**src/rtl/cfl_pkg.sv**
```systemverilog
package cfl_pkg;

    localparam int RX_MAX      = 32;
    localparam int TX_DATA_MAX = 32;
    localparam int PEND_MAX    = TX_DATA_MAX + 2;
    localparam int RES_MAX     = 39;
    localparam int RX_AW       = $clog2(RX_MAX);
    localparam int PEND_AW     = $clog2(PEND_MAX);
    localparam int CNT_W       = 6;

    localparam logic [7:0] B_PRE  = 8'hFE;
    localparam logic [7:0] B_END  = 8'hFD;
    localparam logic [7:0] B_NOSC = 8'hFF;
    localparam logic [7:0] B_ACK  = 8'hFB;
    localparam logic [7:0] B_NACK = 8'hFA;

    // input word types
    localparam logic [1:0] T_RX    = 2'd0;
    localparam logic [1:0] T_TICK  = 2'd1;
    localparam logic [1:0] T_START = 2'd2;
    localparam logic [1:0] T_DATA  = 2'd3;

    // result kinds
    localparam logic [1:0] K_TX     = 2'd0;
    localparam logic [1:0] K_PAY    = 2'd1;
    localparam logic [1:0] K_EMPTY  = 2'd2;
    localparam logic [1:0] K_STATUS = 2'd3;

    localparam logic [1:0] C_ACK  = 2'd0;
    localparam logic [1:0] C_NACK = 2'd1;
    localparam logic [1:0] C_DATA = 2'd2;
    localparam logic [1:0] C_UNK  = 2'd3;

    localparam logic [1:0] S_OK   = 2'd0;
    localparam logic [1:0] S_BUSY = 2'd1;
    localparam logic [1:0] S_GAVE = 2'd2;

    localparam logic [1:0] R_RADIO = 2'd0;
    localparam logic [1:0] R_CTRL  = 2'd1;
    localparam logic [1:0] R_TMO   = 2'd2;
    localparam logic [1:0] R_TRIES = 2'd3;

    // back-end job codes
    localparam logic [2:0] J_SINGLE = 3'd0; // up to 7 fixed results
    localparam logic [2:0] J_RESEND = 3'd1; // head, pending store, FD
    localparam logic [2:0] J_PAY    = 3'd2; // payload from rx store

    typedef struct packed {
        logic [1:0]  req_type;
        logic [7:0]  rx_byte;
        logic [15:0] command;
        logic [5:0]  req_data_count;
        logic        wait_response;
        logic [7:0]  req_data_byte;
    } in_word_t;

    typedef struct packed {
        logic [1:0] out_kind;
        logic [7:0] out_byte;
        logic       out_last;
        logic [1:0] response_class;
        logic [1:0] req_status;
    } out_word_t;

    typedef struct packed {
        logic [1:0] kind;
        logic [7:0] byte_val;
        logic [1:0] cls;
        logic [1:0] st;
    } res_t;

    // job from front to back
    typedef struct packed {
        logic [2:0]       job;
        logic [2:0]       n;      // singles used
        res_t [6:0]       r;
        logic [CNT_W-1:0] len;    // resend / payload byte count; trailing FD count for singles
    } job_t;

endpackage

```
**src/rtl/civ_frame_link_with_retry.sv**
```systemverilog
// channel  | dir | handshake            | word
// in       | in  | in_valid / in_ready  | in_word_t  (rx byte, tick, start, data)
// out      | out | out_valid / out_ready| out_word_t (tx, payload, empty, status)
// cfg      | in  | cfg_we               | cfg_index, cfg_data
// The front end takes one word a cycle when its job register is free; it
// holds in the cycle after a waiting start with a subcommand (slot 1 write) and
// while a resend or payload job is queued or running (stores are being read).
// Each result passes through two steps in the back end (memory fetch, then
// emit), and a stall on out holds the emit step.
// Reset is asynchronous; all control state clears at once, no clearing pass.
// A stall on out holds the back end, then the job register, then in_ready.
module civ_frame_link_with_retry import cfl_pkg::*; (
    input  logic        clk,
    input  logic        rst_n,
    input  logic        cfg_we,
    input  logic [1:0]  cfg_index,
    input  logic [15:0] cfg_data,
    input  logic        in_valid,
    output logic        in_ready,
    input  in_word_t    in_word,
    output logic        out_valid,
    input  logic        out_ready,
    output out_word_t   out_word
);

    logic job_valid, job_ready, mem_busy;
    job_t job;
    logic [7:0] radio_q, ctrl_q;
    logic rx_we, pd_we;
    logic [RX_AW-1:0] rx_waddr, rx_raddr;
    logic [PEND_AW-1:0] pd_waddr, pd_raddr;
    logic [7:0] rx_wdata, pd_wdata, rx_rdata, pd_rdata;
    logic [7:0] b0_reg, b1_reg, b2_reg;

    // header bytes of the frame kept in flops for the end-of-frame check
    always_ff @(posedge clk)
    begin
        if (rx_we && rx_waddr == RX_AW'(0)) b0_reg <= rx_wdata;
        if (rx_we && rx_waddr == RX_AW'(1)) b1_reg <= rx_wdata;
        if (rx_we && rx_waddr == RX_AW'(2)) b2_reg <= rx_wdata;
    end

    cfl_front u_front (
        .clk, .rst_n, .cfg_we, .cfg_index, .cfg_data,
        .in_valid, .in_ready, .in_word,
        .job_valid, .job_ready, .job, .mem_busy, .radio_q, .ctrl_q,
        .rx_we, .rx_waddr, .rx_wdata, .pd_we, .pd_waddr, .pd_wdata,
        .rx_b0(b0_reg), .rx_b1(b1_reg), .rx_b2(b2_reg)
    );

    cfl_ram #(.WIDTH(8), .DEPTH(RX_MAX)) u_rx_ram (
        .clk, .we(rx_we), .waddr(rx_waddr), .wdata(rx_wdata),
        .raddr(rx_raddr), .rdata(rx_rdata)
    );

    cfl_ram #(.WIDTH(8), .DEPTH(PEND_MAX)) u_pd_ram (
        .clk, .we(pd_we), .waddr(pd_waddr), .wdata(pd_wdata),
        .raddr(pd_raddr), .rdata(pd_rdata)
    );

    cfl_back u_back (
        .clk, .rst_n, .job_valid, .job_ready, .job, .mem_busy, .radio_q, .ctrl_q,
        .rx_raddr, .rx_rdata, .pd_raddr, .pd_rdata,
        .out_valid, .out_ready, .out_word
    );

endmodule

```
**src/rtl/cfl_ram.sv**
```systemverilog
module cfl_ram #(
    parameter int WIDTH = 8,
    parameter int DEPTH = 32
) (
    input  logic                     clk,
    input  logic                     we,
    input  logic [$clog2(DEPTH)-1:0] waddr,
    input  logic [WIDTH-1:0]         wdata,
    input  logic [$clog2(DEPTH)-1:0] raddr,
    output logic [WIDTH-1:0]         rdata
);

    logic [WIDTH-1:0] mem [DEPTH];

    always_ff @(posedge clk)
    begin
        if (we)
        begin
            mem[waddr] <= wdata;
        end
        rdata <= mem[raddr];
    end

endmodule

```
**src/rtl/cfl_front.sv**
```systemverilog
module cfl_front import cfl_pkg::*; (
    input  logic        clk,
    input  logic        rst_n,
    input  logic        cfg_we,
    input  logic [1:0]  cfg_index,
    input  logic [15:0] cfg_data,
    input  logic        in_valid,
    output logic        in_ready,
    input  in_word_t    in_word,
    output logic        job_valid,
    input  logic        job_ready,
    output job_t        job,
    input  logic        mem_busy,
    output logic [7:0]  radio_q,
    output logic [7:0]  ctrl_q,
    output logic              rx_we,
    output logic [RX_AW-1:0]  rx_waddr,
    output logic [7:0]        rx_wdata,
    output logic              pd_we,
    output logic [PEND_AW-1:0] pd_waddr,
    output logic [7:0]        pd_wdata,
    input  logic [7:0]        rx_b0,
    input  logic [7:0]        rx_b1,
    input  logic [7:0]        rx_b2
);

    logic [7:0]  radio_reg, ctrl_reg;
    logic [15:0] tmo_reg;
    logic [2:0]  tries_reg;
    logic [1:0]  ph_reg;
    logic [CNT_W-1:0] rxc_reg, pc_reg, left_reg;
    logic [2:0]  sends_reg;
    logic [15:0] wc_reg;
    logic        want_reg, kept_reg;

    logic [1:0]  ph_next;
    logic [CNT_W-1:0] rxc_next, pc_next, left_next, cnt;
    logic [2:0]  sends_next;
    logic [15:0] wc_next, wc_inc;
    logic        want_next, kept_next;
    job_t        j;
    logic        emit;
    logic [7:0]  cn, sc;

    logic              pd_we_c;
    logic [PEND_AW-1:0] pd_waddr_c;
    logic [7:0]        pd_wdata_c;
    logic              sc_pend_reg;
    logic [7:0]        sc_val_reg;
    logic              sc_we;

    assign radio_q  = radio_reg;
    assign ctrl_q   = ctrl_reg;
    // input waits for the slot 1 write and while a job reads the stores
    assign in_ready = (!job_valid || job_ready) && !sc_pend_reg && !mem_busy
                      && !(job_valid && job.job != J_SINGLE);
    assign cn = in_word.command[15:8];
    assign sc = in_word.command[7:0];

    function automatic res_t mk(logic [1:0] k, logic [7:0] b, logic [1:0] c, logic [1:0] s);
        res_t r;
        r.kind = k; r.byte_val = b; r.cls = c; r.st = s;
        return r;
    endfunction

    // classify one input word
    always_comb
    begin
        ph_next = ph_reg; rxc_next = rxc_reg; pc_next = pc_reg; left_next = left_reg;
        sends_next = sends_reg; wc_next = wc_reg; want_next = want_reg; kept_next = kept_reg;
        j = '0; j.job = J_SINGLE; emit = 1'b0;
        rx_we = 1'b0; rx_waddr = rxc_reg[RX_AW-1:0]; rx_wdata = in_word.rx_byte;
        pd_we_c = 1'b0; pd_waddr_c = pc_reg[PEND_AW-1:0]; pd_wdata_c = in_word.req_data_byte;
        wc_inc = (wc_reg == 16'hFFFF) ? wc_reg : wc_reg + 16'd1;
        cnt = (in_word.req_data_count > CNT_W'(TX_DATA_MAX)) ? CNT_W'(TX_DATA_MAX)
                                                             : in_word.req_data_count;
        case (in_word.req_type)
            T_RX:
            begin
                case (ph_reg)
                    2'd0: if (in_word.rx_byte == B_PRE) ph_next = 2'd1;
                    2'd1:
                        if (in_word.rx_byte == B_PRE)
                        begin
                            ph_next = 2'd2; rxc_next = '0;
                        end
                    default:
                    begin
                        if (in_word.rx_byte == B_END)
                        begin
                            ph_next = 2'd0;
                            if (rxc_reg >= CNT_W'(2)
                                && !(rx_b0 == radio_reg && rx_b1 == ctrl_reg)
                                && rx_b0 == ctrl_reg && rx_b1 == radio_reg)
                            begin
                                emit = 1'b1;
                                if (rxc_reg == CNT_W'(2))
                                begin
                                    j.n = 3'd1; j.r[0] = mk(K_EMPTY, 8'd0, 2'd0, S_OK);
                                end
                                else if (rxc_reg == CNT_W'(3))
                                begin
                                    j.n = 3'd1;
                                    if (rx_b2 == B_ACK || rx_b2 == B_NACK)
                                    begin
                                        pc_next = '0; sends_next = '0; wc_next = '0;
                                        kept_next = 1'b0;
                                    end
                                    j.r[0] = mk(K_PAY, rx_b2,
                                        (rx_b2 == B_ACK) ? C_ACK :
                                        (rx_b2 == B_NACK) ? C_NACK : C_UNK, S_OK);
                                end
                                else
                                begin
                                    pc_next = '0; sends_next = '0; wc_next = '0;
                                    kept_next = 1'b0;
                                    j.job = J_PAY; j.len = rxc_reg - CNT_W'(2);
                                end
                            end
                        end
                        else if (rxc_reg >= CNT_W'(RX_MAX))
                        begin
                            ph_next = 2'd0;
                        end
                        else
                        begin
                            rx_we = in_valid && in_ready;
                            rxc_next = rxc_reg + CNT_W'(1);
                        end
                    end
                endcase
            end
            T_TICK:
            begin
                if (pc_reg != '0 && !want_reg)
                begin
                    wc_next = wc_inc;
                    if (wc_inc > tmo_reg)
                    begin
                        emit = 1'b1;
                        if (sends_reg < tries_reg)
                        begin
                            j.job = J_RESEND; j.len = pc_reg;
                            sends_next = sends_reg + 3'd1; wc_next = '0;
                        end
                        else
                        begin
                            pc_next = '0; sends_next = '0; wc_next = '0; kept_next = 1'b0;
                            j.n = 3'd1; j.r[0] = mk(K_STATUS, 8'd0, 2'd0, S_GAVE);
                        end
                    end
                end
            end
            T_START:
            begin
                emit = 1'b1;
                if (pc_reg != '0 || want_reg)
                begin
                    j.n = 3'd1; j.r[0] = mk(K_STATUS, 8'd0, 2'd0, S_BUSY);
                end
                else
                begin
                    j.r[0] = mk(K_STATUS, 8'd0, 2'd0, S_OK);
                    j.r[1] = mk(K_TX, B_PRE, 2'd0, S_OK);
                    j.r[2] = mk(K_TX, B_PRE, 2'd0, S_OK);
                    j.r[3] = mk(K_TX, radio_reg, 2'd0, S_OK);
                    j.r[4] = mk(K_TX, ctrl_reg, 2'd0, S_OK);
                    j.r[5] = mk(K_TX, cn, 2'd0, S_OK);
                    j.n = 3'd6;
                    if (sc != B_NOSC)
                    begin
                        j.r[6] = mk(K_TX, sc, 2'd0, S_OK);
                        j.n = 3'd7;
                    end
                    if (cnt == '0)
                    begin
                        // FD follows the singles in the back end
                        j.len = CNT_W'(1);
                    end
                    kept_next = in_word.wait_response;
                    if (in_word.wait_response)
                    begin
                        // pending store: cn at 0 now, sc at 1 on the next cycle
                        pd_we_c = in_valid && in_ready; pd_waddr_c = '0; pd_wdata_c = cn;
                        pc_next = (sc != B_NOSC) ? CNT_W'(2) : CNT_W'(1);
                        sends_next = 3'd1; wc_next = '0;
                    end
                    left_next = cnt; want_next = (cnt != '0);
                end
            end
            default:
            begin
                if (want_reg)
                begin
                    emit = 1'b1;
                    j.n = 3'd1; j.r[0] = mk(K_TX, in_word.req_data_byte, 2'd0, S_OK);
                    if (kept_reg && pc_reg < CNT_W'(PEND_MAX))
                    begin
                        pd_we_c = in_valid && in_ready; pc_next = pc_reg + CNT_W'(1);
                    end
                    left_next = (left_reg != '0) ? left_reg - CNT_W'(1) : left_reg;
                    if (left_next == '0)
                    begin
                        want_next = 1'b0; j.len = CNT_W'(1);
                    end
                end
            end
        endcase
    end

    // subcommand goes into pending slot 1 in the cycle after the start
    assign sc_we = in_valid && in_ready && in_word.req_type == T_START && pc_reg == '0
                   && !want_reg && in_word.wait_response && sc != B_NOSC;
    assign pd_we    = pd_we_c || sc_pend_reg;
    assign pd_waddr = sc_pend_reg ? PEND_AW'(1) : pd_waddr_c;
    assign pd_wdata = sc_pend_reg ? sc_val_reg : pd_wdata_c;

    // registered job output and state
    always_ff @(posedge clk or negedge rst_n)
    begin
        if (!rst_n)
        begin
            radio_reg <= 8'd0; ctrl_reg <= 8'd224; tmo_reg <= 16'd1000; tries_reg <= 3'd3;
            ph_reg <= 2'd0; rxc_reg <= '0; pc_reg <= '0; left_reg <= '0;
            sends_reg <= '0; wc_reg <= '0; want_reg <= 1'b0; kept_reg <= 1'b0;
            job_valid <= 1'b0; sc_pend_reg <= 1'b0;
        end
        else
        begin
            if (cfg_we)
            begin
                case (cfg_index)
                    R_RADIO: radio_reg <= cfg_data[7:0];
                    R_CTRL:  ctrl_reg  <= cfg_data[7:0];
                    R_TMO:   tmo_reg   <= cfg_data;
                    default: tries_reg <= cfg_data[2:0];
                endcase
            end
            sc_pend_reg <= sc_we;
            if (job_ready) job_valid <= 1'b0;
            if (in_valid && in_ready)
            begin
                ph_reg <= ph_next; rxc_reg <= rxc_next; pc_reg <= pc_next;
                left_reg <= left_next; sends_reg <= sends_next; wc_reg <= wc_next;
                want_reg <= want_next; kept_reg <= kept_next;
                job_valid <= emit;
            end
        end
    end

    always_ff @(posedge clk)
    begin
        if (sc_we) sc_val_reg <= sc;
        if (in_valid && in_ready && emit) job <= j;
    end

    assert property (@(posedge clk) disable iff (!rst_n) want_reg |-> left_reg != '0)
        else $error("open request with no bytes left");
    assert property (@(posedge clk) disable iff (!rst_n) pc_reg <= CNT_W'(PEND_MAX))
        else $error("pending count overflow");
    assert property (@(posedge clk) disable iff (!rst_n) rxc_reg <= CNT_W'(RX_MAX))
        else $error("rx count overflow");

endmodule

```
**src/rtl/cfl_back.sv**
```systemverilog
module cfl_back import cfl_pkg::*; (
    input  logic        clk,
    input  logic        rst_n,
    input  logic        job_valid,
    output logic        job_ready,
    input  job_t        job,
    output logic        mem_busy,
    input  logic [7:0]  radio_q,
    input  logic [7:0]  ctrl_q,
    output logic [RX_AW-1:0]   rx_raddr,
    input  logic [7:0]         rx_rdata,
    output logic [PEND_AW-1:0] pd_raddr,
    input  logic [7:0]         pd_rdata,
    output logic        out_valid,
    input  logic        out_ready,
    output out_word_t   out_word
);

    typedef enum logic [1:0] { ST_IDLE, ST_RUN } st_t;

    st_t        st_reg;
    job_t       jb_reg;
    logic [CNT_W:0] idx_reg;   // result index within the job
    logic [CNT_W:0] tot;
    logic [CNT_W:0] sent_reg;  // results emitted (cap at RES_MAX)
    res_t       r;
    logic       step, fetch_reg;
    logic [CNT_W:0] mem_idx;

    // total results of the job
    always_comb
    begin
        case (jb_reg.job)
            J_RESEND: tot = (CNT_W+1)'(5) + (CNT_W+1)'(jb_reg.len);
            J_PAY:    tot = (CNT_W+1)'(jb_reg.len);
            default:  tot = (CNT_W+1)'(jb_reg.n) + (CNT_W+1)'(jb_reg.len);
        endcase
    end

    // index of the memory read for the current result
    assign mem_idx = (jb_reg.job == J_RESEND) ? idx_reg - (CNT_W+1)'(4) : idx_reg;
    assign rx_raddr = RX_AW'(mem_idx + (CNT_W+1)'(2));
    assign pd_raddr = PEND_AW'(mem_idx);

    // stores must not change while a job reads them
    assign mem_busy = st_reg == ST_RUN && jb_reg.job != J_SINGLE;

    always_comb
    begin
        r = '0;
        case (jb_reg.job)
            J_RESEND:
            begin
                r.kind = K_TX;
                if (idx_reg < (CNT_W+1)'(2)) r.byte_val = B_PRE;
                else if (idx_reg == (CNT_W+1)'(2)) r.byte_val = radio_q;
                else if (idx_reg == (CNT_W+1)'(3)) r.byte_val = ctrl_q;
                else if (idx_reg == tot - (CNT_W+1)'(1)) r.byte_val = B_END;
                else r.byte_val = pd_rdata;
            end
            J_PAY:
            begin
                r.kind = K_PAY; r.cls = C_DATA; r.byte_val = rx_rdata;
            end
            default:
            begin
                if (idx_reg < (CNT_W+1)'(jb_reg.n)) r = jb_reg.r[idx_reg[2:0]];
                else
                begin
                    r.kind = K_TX; r.byte_val = B_END;
                end
            end
        endcase
    end

    // memory reads need a fetch step before each emit
    assign step = st_reg == ST_RUN && fetch_reg && (!out_valid || out_ready);
    assign job_ready = st_reg == ST_IDLE;

    always_ff @(posedge clk or negedge rst_n)
    begin
        if (!rst_n)
        begin
            st_reg <= ST_IDLE; idx_reg <= '0; sent_reg <= '0;
            out_valid <= 1'b0; fetch_reg <= 1'b0;
        end
        else
        begin
            if (out_ready) out_valid <= 1'b0;
            case (st_reg)
                ST_IDLE:
                    if (job_valid)
                    begin
                        st_reg <= ST_RUN; idx_reg <= '0; sent_reg <= '0; fetch_reg <= 1'b0;
                    end
                ST_RUN:
                begin
                    if (!fetch_reg) fetch_reg <= 1'b1;
                    else if (step)
                    begin
                        out_valid <= 1'b1;
                        sent_reg <= sent_reg + (CNT_W+1)'(1);
                        idx_reg <= idx_reg + (CNT_W+1)'(1);
                        fetch_reg <= 1'b0;
                        if (idx_reg + (CNT_W+1)'(1) == tot
                            || sent_reg + (CNT_W+1)'(1) == (CNT_W+1)'(RES_MAX))
                        begin
                            st_reg <= ST_IDLE;
                        end
                    end
                end
                default: st_reg <= ST_IDLE;
            endcase
        end
    end

    always_ff @(posedge clk)
    begin
        if (st_reg == ST_IDLE && job_valid) jb_reg <= job;
        if (step)
        begin
            out_word.out_kind       <= r.kind;
            out_word.out_byte       <= r.byte_val;
            out_word.response_class <= r.cls;
            out_word.req_status     <= r.st;
            out_word.out_last <= (idx_reg + (CNT_W+1)'(1) == tot)
                || (sent_reg + (CNT_W+1)'(1) == (CNT_W+1)'(RES_MAX));
        end
    end

    assert property (@(posedge clk) disable iff (!rst_n) step |-> idx_reg < tot)
        else $error("emit beyond job end");
    assert property (@(posedge clk) disable iff (!rst_n)
        out_valid && !out_ready |=> out_valid)
        else $error("result dropped");
    assert property (@(posedge clk) disable iff (!rst_n) sent_reg <= (CNT_W+1)'(RES_MAX))
        else $error("result limit exceeded");

endmodule
```
**config.mk**
```make
export PLATFORM = sky130hd
export DESIGN_NAME = civ_frame_link_with_retry
export DESIGN_NICKNAME = d
export VERILOG_FILES = /design/src/rtl/cfl_pkg.sv /design/src/rtl/civ_frame_link_with_retry.sv /design/src/rtl/cfl_ram.sv /design/src/rtl/cfl_front.sv /design/src/rtl/cfl_back.sv
export SDC_FILE = /design/constraint.sdc
export NUM_CORES = 1
export LEC_CHECK = 0
export BUFFER_PORTS_ARGS = -buffer_cell sky130_fd_sc_hd__clkbuf_2
export CAP_MARGIN = 20
export CORE_ASPECT_RATIO = 1.5
export CORE_MARGIN = 2
export CORE_UTILIZATION = 30
export DETAILED_ROUTE_END_ITERATION = 8
export PLACE_DENSITY = 0.5
export SLEW_MARGIN = 15
export SYNTH_ARGS = -nofsm -noshare
export SYNTH_HDL_FRONTEND = slang
export SYNTH_SLANG_ARGS = --single-unit
```
**constraint.sdc**
```tcl
create_clock -name clk -period 9.87 [get_ports clk]
set_clock_uncertainty 0.1 [all_clocks]
set_input_delay 0.4935 -clock clk [delete_from_list [all_inputs] [get_ports clk]]
set_output_delay 0.4935 -clock clk [all_outputs]
set_load 0.01 [all_outputs]
```
==> flow_summary.json <==
{
  "run_status": "finished clean",
  "timing.slew.headroom_pct": 22.99,
  "synth_ff_type": "edfxtp_1",
  "tritoncts_num_sinks": 800,
  "wl_um": 90770,
  "period_share_pct": 55.26,
  "intPower_mw": 6.469,
  "grt.overflow.total": 0,
  "critPathArrivalTime_ps": 5640,
  "timing_max_transition_violations_final": 0,
  "floorplan.die_area_um2": 115900,
  "timing_worst_slew_pin_value_ps": 1150,
  "post_drt_via_cell_ratio": 5.092,
  "grt_max_degree": 111,
  "crit_path_cell_trace": "inv_1 -> ha_1 -> or3b_2 -> nor2_1 -> nand2_1 -> inv_1 -> nand2_1 -> mux2i_1 -> nand2_1 -> nor2_1 -> nand3_1 -> nor2_1",
  "path_buf_inv": 2,
  "synthesis.nets": 2239,
  "antenna_found_initial": 2,
  "path_delay_family": "simple AND/OR/NAND/NOR gates",
  "count_of_flip_flops_with_a_built_in_enable_after_synthesis": 689,
  "die_w_um": 278.6,
  "critical_path.endpoint_type": "flip-flop",
  "fmaxAchievable_mhz": 183.3,
  "grt_pass1_wl_um": 134500,
  "share_seq_of_total_power_pct": 44.0,
  "finalNonFillerCells": 3759,
  "critical_path_cell_count": 12,
  "max-vdd-ir-drop_uv": 205.0,
  "clock_tree_from_tritoncts": "yes",
  "detail_route.first_pass.iterations": 5,
  "routed-via-count": 19140,
  "tns_ps": 0,
  "setup-violations-final": 0,
  "grt_setup_unrepaired": "no",
  "async_reset_ff_share_pct": 11.88,
  "worst_r2r_path_depth": 12,
  "fin_crit_ps": 5454,
  "ioPinCount": 81,
  "synth_area_leader_cell": "edfxtp_1",
  "numCtsBuffers": 75,
  "switching_share_pct": 30.18,
  "floorplan.core_area_um2": 112600,
  "place.detailed.instances": 3596,
  "clock_latency_reported_for_the_late_side_of_the_worst_skew_pair_ps": 660,
  "synth_area_leaders": "edfxtp_1, mux4_2, dfrtp_1",
  "timing.critical_path.required_ps": 10050,
  "initial_detailed_routing_violation_count": 1582,
  "num_rows": 151,
  "drcViolationCount": 0,
  "antenna-diode-count": 0,
  "post_synth.cell_area_avg_um2": 16.00,
  "die_height_um": 416.0,
  "holdCritPathClass": "primary input to flip-flop",
  "detailedPlacementHpwl_um": 62420,
  "syn-cell-area_um2": 33940,
  "timing.hold.ws_ps": 52.44,
  "postLayoutSetupSlackWorst_ps": 4416,
  "clk_transition_reported_paths_ps": 60,
  "place.port_buffers": 80,
  "clock_path_buffers": 3,
  "static-leakage-power_nw": 12.84,
  "synth-seq-cells": 800,
  "synth.yosys.seq_area_share_pct": 68.94,
  "registers.top_by_ff_count": "u_pd_ram.mem",
  "cts-resized-gates": 0,
  "ys_top_cells_by_count": "edfxtp_1, mux4_2, nor2_1",
  "max-cap-violations": 0,
  "area_delta_synth_final_pct": 14.38,
  "hold_path_depth": 2,
  "post_route_cells_drive_above_1_share_pct": 20.69,
  "number_of_instances_in_the_synthesized_netlist": 2122,
  "worst_setup_start_kind": "flip-flop",
  "nets": 2361,
  "clock_tree.root_cell": "clkbuf_16",
  "number_of_flip_flops_in_the_largest_register": 272,
  "grtUsageTotal_pct": 15.71,
  "synth.distinct_cells": 75,
  "ys_warn_count": 0,
  "critical-path-slowest-cell": "nor2_1",
  "timing.critical_path.fanout_max": 27,
  "postRouteAntennaNets": 0,
  "power_switching_mw": 2.796,
  "place_congestion": 0.8895,
  "share_of_the_core_filled_with_cells_pct": 34.48,
  "synthDominantCellAreaShare_pct": 60.95,
  "met3WireLength_um": 3465,
  "wl_met1_um": 34250,
  "reg_top3": "u_pd_ram.mem x272, u_rx_ram.mem x256",
  "first_global_vias": 20090,
  "uppermost_layer_routed": "met4",
  "criticalPathCategory": "flip-flop to flip-flop",
  "clock_power_share_pct": 31.3,
  "comb_power_share_pct": 24.8,
  "route.detailed.wl_per_inst_um": 24.15,
  "power-per-cell-area_nw_per_um2": 238.6,
  "critical_path.max_stage_delay_ps": 740,
  "routed-wl-met2_um": 49730,
  "floorplan.initialDensity_pct": 30.14,
  "timing.final.hold_violations": 0,
  "post-place-ws_ps": 4528,
  "synth_most_common_cell": "edfxtp_1",
  "cts-htree-levels": 3
}
[area by class of cell]
| type | count | area, um2 |
|---|---|---|
| clock buffers | 96 | 2027 |
| clock inverters | 43 | 407.9 |
| fillers | 10830 | 73780 |
| inverters | 53 | 198.9 |
| multi-input cells | 1174 | 10040 |
| flip-flops and latches | 800 | 23410 |
| well taps | 1453 | 1818 |
| repair buffers | 140 | 925.9 |
[final timing paths]
path                                         from                   end  slack [ps]
worst max-delay path            u_front.pc_reg[0]   u_pd_ram.mem[12][4]        4420
worst min-delay path                  cfg_data[1]  u_front.tries_reg[1]          50
worst max register to register  u_front.pc_reg[0]   u_pd_ram.mem[12][4]        4420
worst min register to register    u_front.job[80]     u_back.jb_reg[80]         310
max in group asynchronous                   rst_n     u_front.ctrl_q[4]        8120
min in group asynchronous                   rst_n      u_back.out_valid         270
[stage by stage]
step                      power, mW  cell area (um2)
final                         9.264            38830
after CTS                     9.393            38830
after global routing          9.650            38830
after floorplan               5.614            33940
after detailed placement      6.473            36150
after global placement        6.451            36150
[placed cells by master, fill, tap and decap left out, types with 36 or more instances in the layout]
cell type and count:
ha_1 52, nand2_1 139, inv_1 49, clkbuf_2 79, nor2_1 150, o21ai_0 67, xnor2_1 51, clkbuf_16 76
nand3_1 68, dfrtp_1 82, mux2_2 54, edfxtp_1 689, and2_1 47, buf_4 36, a21oi_1 60, mux4_2 150
[power groups by stage]
stage | combinational, mW | sequential [mW] | clock [mW]
CTS | 2.35 | 4.07 | 2.97
finish | 2.29 | 4.07 | 2.90
floorplan | 1.60 | 4.01 | 0
detailed placement | 2.33 | 4.14 | 0
global route | 2.48 | 4.09 | 3.08
global placement | 2.31 | 4.14 | 0
[timing repair]
action,CTS,global route
hold buffers,24,0
setup buffers,0,0
hold endpoints to repair,56,0
[per-layer routing]
layer,vias up,track usage (%)
met1,9961,17.77
met2,504,29.55
met5,-,0
li1,8530,-
met4,0,6.488
met3,146,1.974
[cell families after synthesis]
family	count (synthesis)	synth area share, %
simple gates	562	8.102
flops	800	68.94
xor+xnor	70	1.847
buf+inv	148	1.699
compound gates	276	5.330
mux	213	12.11
fa+ha+maj	53	1.976
Note: power is estimated with default switching activity, not from simulation.
